--- config.mk ---
export PLATFORM = sky130hd
export DESIGN_NAME = savs_scan
export DESIGN_NICKNAME = d
export VERILOG_FILES = /design/src/rtl/savs_pkg.sv /design/src/rtl/savs_scan.sv
export SDC_FILE = /design/constraint.sdc
export NUM_CORES = 1
export LEC_CHECK = 0
export BUFFER_PORTS_ARGS = -buffer_cell sky130_fd_sc_hd__buf_2
export CAP_MARGIN = 20
export CORE_MARGIN = 5
export CORE_UTILIZATION = 56
export CTS_CLUSTER_DIAMETER = 60
export DETAILED_ROUTE_END_ITERATION = 7
export PLACE_DENSITY_LB_ADDON = 0.1
export SLEW_MARGIN = 20
export SYNTH_ARGS = -nofsm -noshare
export SYNTH_HDL_FRONTEND = slang
export SYNTH_SLANG_ARGS = --single-unit
--- constraint.sdc ---
create_clock -name i_clk -period 5.16 [get_ports i_clk]
set_input_delay 1.29 -clock i_clk [delete_from_list [all_inputs] [get_ports i_clk]]
set_output_delay 1.29 -clock i_clk [all_outputs]
set_load 0.03 [all_outputs]
--- src/rtl/savs_pkg.sv ---
package savs_pkg;

    typedef struct packed {
        logic [1:0]  mode;
        logic [31:0] address;
        logic [31:0] cycle_stamp;
    } t_req;

    typedef struct packed {
        logic [1:0]  status;
        logic [2:0]  way;
        logic        writeback_needed;
        logic [31:0] victim_block_address;
    } t_rsp;

    localparam logic [1:0] MODE_FILL  = 2'd0;
    localparam logic [1:0] MODE_TOUCH = 2'd1;
    localparam logic [1:0] MODE_DIRTY = 2'd2;
    localparam logic [1:0] MODE_DONE  = 2'd3;

    localparam logic [1:0] ST_FILLED  = 2'd0;
    localparam logic [1:0] ST_OK      = 2'd1;
    localparam logic [1:0] ST_FILLHIT = 2'd2;
    localparam logic [1:0] ST_MISS    = 2'd3;

    localparam logic [1:0] REG_REPL = 2'd0;
    localparam logic [1:0] REG_WB   = 2'd1;

    // one way seen by the scan unit
    typedef struct packed {
        logic        valid;
        logic        hit;
        logic [31:0] stamp;
    } t_way_view;

endpackage

--- src/rtl/savs_scan.sv ---
// shared compare unit: takes one way per cycle while i_step is high, keeping hit, first invalid, min stamp
module savs_scan #(
    parameter int WAY_W = 3
) (
    input  logic                   i_clk,
    input  logic                   i_clear,
    input  logic                   i_step,
    input  logic [WAY_W-1:0]       i_way,
    input  logic                   i_skip_en,
    input  logic [WAY_W-1:0]       i_skip,
    input  savs_pkg::t_way_view    i_view,
    output logic                   o_hit,
    output logic [WAY_W-1:0]       o_hit_way,
    output logic                   o_inv,
    output logic [WAY_W-1:0]       o_inv_way,
    output logic [WAY_W-1:0]       o_min_way
);
    import savs_pkg::*;

    logic              r_hit, r_inv, r_have;
    logic [WAY_W-1:0]  r_hit_way, r_inv_way, r_min_way;
    logic [31:0]       r_min;
    logic              skip;

    assign skip = i_skip_en && (i_skip == i_way);

    always_ff @(posedge i_clk) begin
        if (i_clear) begin
            r_hit  <= 1'b0;
            r_inv  <= 1'b0;
            r_have <= 1'b0;
        end else if (i_step) begin
            if (i_view.hit && !r_hit) begin
                r_hit     <= 1'b1;
                r_hit_way <= i_way;
            end
            if (!i_view.valid && !r_inv) begin
                r_inv     <= 1'b1;
                r_inv_way <= i_way;
            end
            if (!skip && (!r_have || i_view.stamp < r_min)) begin
                r_have    <= 1'b1;
                r_min     <= i_view.stamp;
                r_min_way <= i_way;
            end
        end
    end

    assign o_hit     = r_hit;
    assign o_hit_way = r_hit_way;
    assign o_inv     = r_inv;
    assign o_inv_way = r_inv_way;
    assign o_min_way = r_min_way;
endmodule

---- Word-level counts from Yosys, hierarchy flattened ----
Cells that the tools add are included.
word-level totals
  register bits after elaboration ......... 44
  output and inout port bits .............. 11
  input port bits ......................... 44
  word-level logic and storage cells ...... 26
operators by class
  equal/unequal tests ..................... 1
  reductions and logical operators ........ 16
  order comparisons ....................... 1
  bitwise gates (word level) .............. 1
operator list
  cell                 count
  $lt A32 B32 Y1       1
  $reduce_and A3 Y1    3
  $reduce_and A2 Y1    3
  $logic_not A1 Y1     5
  $logic_and A1 B1 Y1  4
  $eq A3 B3 Y1         1
  $logic_or A1 B1 Y1   1
  $not A1 Y1           1

---- Depth between registers and ports, before layout ----
Gate-level depths: netlist of run 1.
  depth in word-level cells ............... 5
  depth in mapped cells ................... 7
  gate-level depth less buffers ........... 7

---- Worst setup path before layout of run 1 ----
OpenSTA, ideal clock, no wires.
  path type ............................... input-to-reg
  start point ............................. in i_view[17] in the netlist's numbering
  end point ............................... reg r_min_way[0] (netlist: o_min_way[0]), enable pin
  stages on the path ...................... 6
  setup slack ............................. 1.558 ns
  path buffers ............................ 0
  setup time .............................. 0.404 ns
  data required time ...................... 4.756 ns
  data arrival time ....................... 3.198 ns
  cell sequence ........................... ha_1 > a21oi_1 > o21ai_1 > a221oi_1 > o211ai_2 > a21oi_2
on the way
  word-level cells in the longest chain between the ends .. 4
ends and longest elaborated chain
  element                             line             source
  start: declaration                  savs_scan.sv:11  input savs_pkg::t_way_view i_view,
  $lt A32 B32 Y1                      savs_scan.sv:41  if (!skip && (!r_have || i_view.stamp < r_min)) begin
  $logic_or A1 B1 Y1                  savs_scan.sv:41
  $logic_and A1 B1 Y1                 savs_scan.sv:41
  $reduce_and A3 Y1 (no source line)  --
  end signal: assignment              savs_scan.sv:44  r_min_way <= i_way;
  end: declaration                    savs_scan.sv:21  logic [WAY_W-1:0] r_hit_way, r_inv_way, r_min_way;
No other way between the ends.
A chain may end at the register's enable or synchronous reset.

---- Worst setup path in the final report of run 1 ----
  start point ............................. in i_view[19] in the netlist's numbering
  end point ............................... reg r_min_way[0] (netlist: o_min_way[0]), enable pin
The elaborated chain is that of the path after synthesis.

==> flow_metrics.env, run 1 <==
export IMPL_rsz0062_at_grt="no"
export IMPL_final_design_area_no_fill_sq_mm=0.00265
export IMPL_layout_drive_gt1_share=0.286
export IMPL_wl_per_cell_um=14.5
export IMPL_finalNetCount=308
export IMPL_worstMarginPinSlew_ns=0.626
export IMPL_fin_crit_ns=3.22
export IMPL_antenna_cells=0
export IMPL_finalClockSkew_ns=0.00857
export IMPL_drtIter0Drc=49
export IMPL_worstHoldPathType="flip-flop to flip-flop"
export IMPL_avgSynthCellArea_sq_um=12.7
export IMPL_dr_total_vias=1476
export IMPL_place_congestion=0.758
export IMPL_pwr_share_clk=0.331
export IMPL_grt_max_degree=36
export IMPL_pin_count=55
export IMPL_ir_worst_vdd_mv=0.194
export IMPL_fill_cells=278
export IMPL_dieWidth_um=72.3
export IMPL_cts_htree_levels=2
export IMPL_clock_sinks=44
export IMPL_end_kind="flip-flop"
export IMPL_clockBufferDepth=2
export IMPL_dp_hpwl_um=3270
export IMPL_io_buffers=54
export IMPL_wirelength_um=4090
export IMPL_cts_root_buf="clkbuf_8"
export IMPL_tns_ns=0
export IMPL_p_per_area_mw_per_mm2=292
export IMPL_synth_edf_count=41
export IMPL_p_seq_frac=0.538
export IMPL_leakagePower_uw=0.00122
export IMPL_syn_area_sq_mm=0.00217
export IMPL_critPathArrivalTime_ns=3.23
export IMPL_initial_utilization=0.585
export IMPL_slew_headroom=0.582
export IMPL_cts_hold_fix_buffers=0
export IMPL_clk_latency_ns=0.30
export IMPL_ys_seq_elements=44
export IMPL_yosys_area_top_type="edfxtp_1"
export IMPL_syn_nets=246
export IMPL_drtAntennaViolNets=0
export IMPL_setup_viol=0
export IMPL_slew_viol_final=0
export IMPL_numCtsBuffers=5
export IMPL_dieArea_sq_mm=0.00523
export IMPL_internal_power_uw=597
export IMPL_drt_first_pass_iters=4
export IMPL_switchingPower_uw=175
export IMPL_drv_cap=0
export IMPL_dpl_cell_area_sq_mm=0.00251
export IMPL_min_period_over_period=0.625
export IMPL_cp_start_kind="input pin"
export IMPL_clkTransAtPathRegs_ns=0.08
export IMPL_post_route_util=0.712
export IMPL_critPathKind="input pin to flip-flop"
export IMPL_cp_required_ns=5.16
export IMPL_postCtsSetupRepairBufs=0
export IMPL_grt_overflow=0
export IMPL_async_reset_ff_frac=0
export IMPL_combPwrFrac=0.131
export IMPL_seq_area_frac_synth=0.594
export IMPL_status="complete, no violations"
export IMPL_area_growth_syn_to_layout_pct=21.7
export IMPL_fp_coreArea_sq_mm=0.00372
export IMPL_ys_types=27
export IMPL_track_usage=0.172
export IMPL_p_sw_frac=0.227
export IMPL_die_y_um=72.3
export IMPL_rows=22
export IMPL_synth_top_cell_area_share=0.566
export IMPL_fmax_ghz=0.310
export IMPL_synth_area_leaders="edfxtp_1, ha_1, inv_1"
export IMPL_vias_per_cell=5.23
export IMPL_ys_warn_count=0
export IMPL_power_uw=773
export IMPL_cts_tree="yes"
export IMPL_synth_ff_type="edfxtp_1"
export IMPL_cts_resized=0
export IMPL_hold_violations=0
export IMPL_drc=0
export IMPL_synthCells=171
export IMPL_antenna_found_initial=0
export IMPL_grt_pass1_wl_um=6850
export IMPL_crit_fanout=19
export IMPL_grt_pass1_vias=1610
metrics by stage:
step           instances  hold slack (ns)  worst slack, ns
3_5_place_dp         273            0.472             1.41
2_1_floorplan        171            0.449             1.56
3_3_place_gp         273            0.468             1.54
4_1_cts              281            0.498             1.73
5_1_grt              282            0.526             1.83
6_report             282            0.498             1.94
cells by family (layout without fill, tap and decap cells):
family | count (synthesis) | in the layout | share of synthesized area
and+or+nand+nor | 28 | 28 | 0.0667
adders and majority gates | 31 | 31 | 0.178
AOI/OAI and AO/OA | 31 | 31 | 0.0903
DFF | 44 | 44 | 0.594
buffers and inverters | 34 | 97 | 0.0587
xor gates and xnor gates | 3 | 3 | 0.0121
placed cells by master, fill, tap and decap left out, types with 3 or more instances in the layout:
| cell type | netlist | layout |
|---|---|---|
| o21ai_0 | 4 | 4 |
| buf_2 | 0 | 54 |
| clkbuf_8 | 0 | 5 |
| edfxtp_1 | 41 | 41 |
| a21oi_1 | 16 | 16 |
| nor2_1 | 6 | 6 |
| xnor2_1 | 3 | 3 |
| ha_1 | 31 | 31 |
| nand2_1 | 11 | 11 |
| inv_1 | 34 | 34 |
| dfxtp_1 | 3 | 3 |
worst paths after layout:
kind,from,endpoint,slack (ns),cells past startpoint
worst max-delay path,i_view[19],o_min_way[0],1.94,8
worst max register to register,r_min[17],o_min_way[0],2.66,8
worst min-delay path,o_hit,o_hit,0.50,2
worst min register to register,o_hit,o_hit,0.50,2
cell type report:
type                    instances  area, sq um  share of cell area
clock buffers                   6         72.6              0.0274
repair buffers                 55          298               0.112
flip-flops and latches         44         1290               0.488
multi-input cells              93          763               0.288
well taps                      48         60.1              0.0227
clock inverters                 2         35.0              0.0132
inverters                      34          128              0.0482
critical path, stage by stage:
cell	delay, ns
buf_2	0.11
ha_1	0.32
a21oi_1	0.13
o21ai_1	0.08
a221oi_1	0.39
o211ai_2	0.14
a21oi_4	0.52
buf_16	0.24
synthesized netlist by cell type, types with 2 or more instances:
| cell type | number |
|---|---|
| edfxtp_1 | 41 |
| inv_1 | 34 |
| ha_1 | 31 |
| a21oi_1 | 16 |
| nand2_1 | 11 |
| nor2_1 | 6 |
| o21ai_0 | 4 |
| dfxtp_1 | 3 |
| xnor2_1 | 3 |
| and4_1 | 2 |
| nand3_1 | 2 |
| nand4_1 | 2 |
| o211ai_2 | 2 |
layer usage:
layer	wire, um	track usage
met5	0	0
met4	76	0.0605
met3	207	0.0554
met2	2150	0.306
met1	1670	0.192
power groups by stage:
stage | sequential [uW] | clock, uW | combinational [uW]
5_1_grt | 417 | 278 | 117
2_1_floorplan | 430 | 0 | 50.3
3_3_place_gp | 423 | 0 | 92.1
6_report | 415 | 256 | 101
4_1_cts | 416 | 259 | 99.1
3_5_place_dp | 424 | 0 | 98.4
state kept, by name, indices dropped and copies added, names as in the netlist:
register   count
r_min         32
o_hit_way      3
o_inv_way      3
o_min_way      3
o_hit          1
o_inv          1
r_have         1
(Power assumes the default switching activity.)
==> run 2, diff against run 1 <==
--- a/config.mk
+++ b/config.mk
@@ -8,7 +8,7 @@
 export BUFFER_PORTS_ARGS = -buffer_cell sky130_fd_sc_hd__buf_2
 export CAP_MARGIN = 20
 export CORE_MARGIN = 5
-export CORE_UTILIZATION = 56
+export CORE_UTILIZATION = 47
 export CTS_CLUSTER_DIAMETER = 60
 export DETAILED_ROUTE_END_ITERATION = 7
 export PLACE_DENSITY_LB_ADDON = 0.1
==> constraint.sdc (replaced) <==
create_clock -name i_clk -period 2.8 [get_ports i_clk]
set_input_delay 0.7 -clock i_clk [delete_from_list [all_inputs] [get_ports i_clk]]
set_output_delay 0.7 -clock i_clk [all_outputs]
set_load 0.03 [all_outputs]
==> flow_metrics.env, run 2 (synthesized netlist as in run 1, its figures left out) <==
export IMPL_drtIter0Drc=31
export IMPL_setup_viol=0
export IMPL_grt_pass1_vias=1559
export IMPL_cts_tree="yes"
export IMPL_dpl_cell_area_sq_mm=0.00256
export IMPL_cts_hold_fix_buffers=0
export IMPL_regMostFlops="r_min"
export IMPL_clock_sinks=44
export IMPL_drc=0
export IMPL_fp_coreArea_sq_mm=0.00441
export IMPL_cp_required_ns=2.81
export IMPL_p_per_area_mw_per_mm2=539
export IMPL_pin_count=55
export IMPL_io_buffers=54
export IMPL_cts_resized=0
export IMPL_grt_overflow=0
export IMPL_status="complete, no violations"
export IMPL_cts_root_buf="clkbuf_8"
export IMPL_vias_per_cell=5.00
export IMPL_crit_path_max_incr_delay_ns=0.41
export IMPL_final_cell_mix="buf_2, edfxtp_1, inv_1"
export IMPL_ir_worst_vdd_mv=0.327
export IMPL_dieArea_sq_mm=0.00609
export IMPL_final_common_cell="buf_2"
export IMPL_crit_family="compound AO/OA/AOI/OAI gates"
export IMPL_layout_drive_gt1_share=0.294
export IMPL_clockBufferDepth=2
export IMPL_dr_total_vias=1435
export IMPL_crit_fanout=17
export IMPL_cp_start_kind="input pin"
export IMPL_cts_htree_levels=2
export IMPL_grt_pass1_wl_um=6640
export IMPL_critPathKind="input pin to flip-flop"
export IMPL_fin_crit_ns=2.28
export IMPL_worstHoldPathType="flip-flop to flip-flop"
export IMPL_drv_cap=0
export IMPL_min_period_over_period=0.815
export IMPL_clkTransAtPathRegs_ns=0.09
export IMPL_finalNetCount=309
export IMPL_place_congestion=0.798
export IMPL_finalClockSkew_ns=0.00767
export IMPL_clk_latency_ns=0.30
export IMPL_initial_utilization=0.493
export IMPL_fmax_ghz=0.438
export IMPL_die_y_um=78.0
export IMPL_numCtsBuffers=5
export IMPL_leakagePower_uw=0.00123
export IMPL_end_kind="flip-flop"
export IMPL_slew_viol_final=0
export IMPL_postCtsSetupRepairBufs=0
export IMPL_wl_per_cell_um=13.8
export IMPL_critPathBufInv=2
export IMPL_drt_first_pass_iters=4
export IMPL_rsz0062_at_grt="no"
export IMPL_largest_reg_flops=32
export IMPL_fill_cells=376
export IMPL_area_growth_syn_to_layout_pct=23.0
export IMPL_grt_max_degree=19
export IMPL_wirelength_um=3970
export IMPL_cp_cell_sequence="buf_2, ha_1, a21oi_1, o21ai_1, a221oi_1, o211ai_2, a21oi_4, buf_12"
export IMPL_drtAntennaViolNets=0
export IMPL_rows=24
export IMPL_track_usage=0.137
export IMPL_final_design_area_no_fill_sq_mm=0.00267
export IMPL_critPathArrivalTime_ns=2.29
export IMPL_hold_violations=0
export IMPL_slew_headroom=0.668
export IMPL_tns_ns=0
export IMPL_antenna_cells=0
export IMPL_worstMarginPinSlew_ns=0.494
export IMPL_dieWidth_um=78.0
export IMPL_dp_hpwl_um=3210
export IMPL_cpMaxStageDelayCell="a221oi_1"
export IMPL_antenna_found_initial=0
## run 2: final timing paths
kind | startpoint | end | slack (ns) | cells past startpoint
max | i_view[17] | r_min[26] | 0.52 | 8
min | r_have | r_have | 0.51 | 1
max reg2reg | r_min[17] | r_min[26] | 0.67 | 8
min reg2reg | r_have | r_have | 0.51 | 1
## run 2: power breakdown
group          internal (uW)  leakage [uW]  switching, uW
combinational           81.3      0.000764            106
clock                    269     0.0000583            222
sequential               756      0.000405           9.54
total                   1110       0.00123            337
## run 2: metrics by stage
step                      hold slack, ns  instances  total power, uW  utilization  setup WS (ns)
after global placement             0.475        279              959        0.579          0.305
after detailed placement           0.488        279              970        0.579          0.223
final                              0.510        287             1440        0.606          0.519
after CTS                          0.510        287             1470        0.606          0.546
after floorplan                    0.449        171              886            -          0.136
after global routing               0.538        287             1520        0.606          0.462
## run 2: cell type report
class | instances | area, sq um | share of cell area
sequential | 44 | 1290 | 0.483
multi-input combinational | 93 | 763 | 0.285
clock buffer | 5 | 68.8 | 0.0257
tap | 52 | 65.1 | 0.0243
clock inverter | 3 | 47.5 | 0.0178
inverter | 34 | 128 | 0.0477
timing repair buffer | 56 | 310 | 0.116
## run 2: per-layer routing
layer	vias up	global-route usage	wire length, um
met5	-	0	0
met4	0	0.0507	59
met3	6	0.0629	353
met2	39	0.225	1850
met1	644	0.158	1710
li1	746	-	-
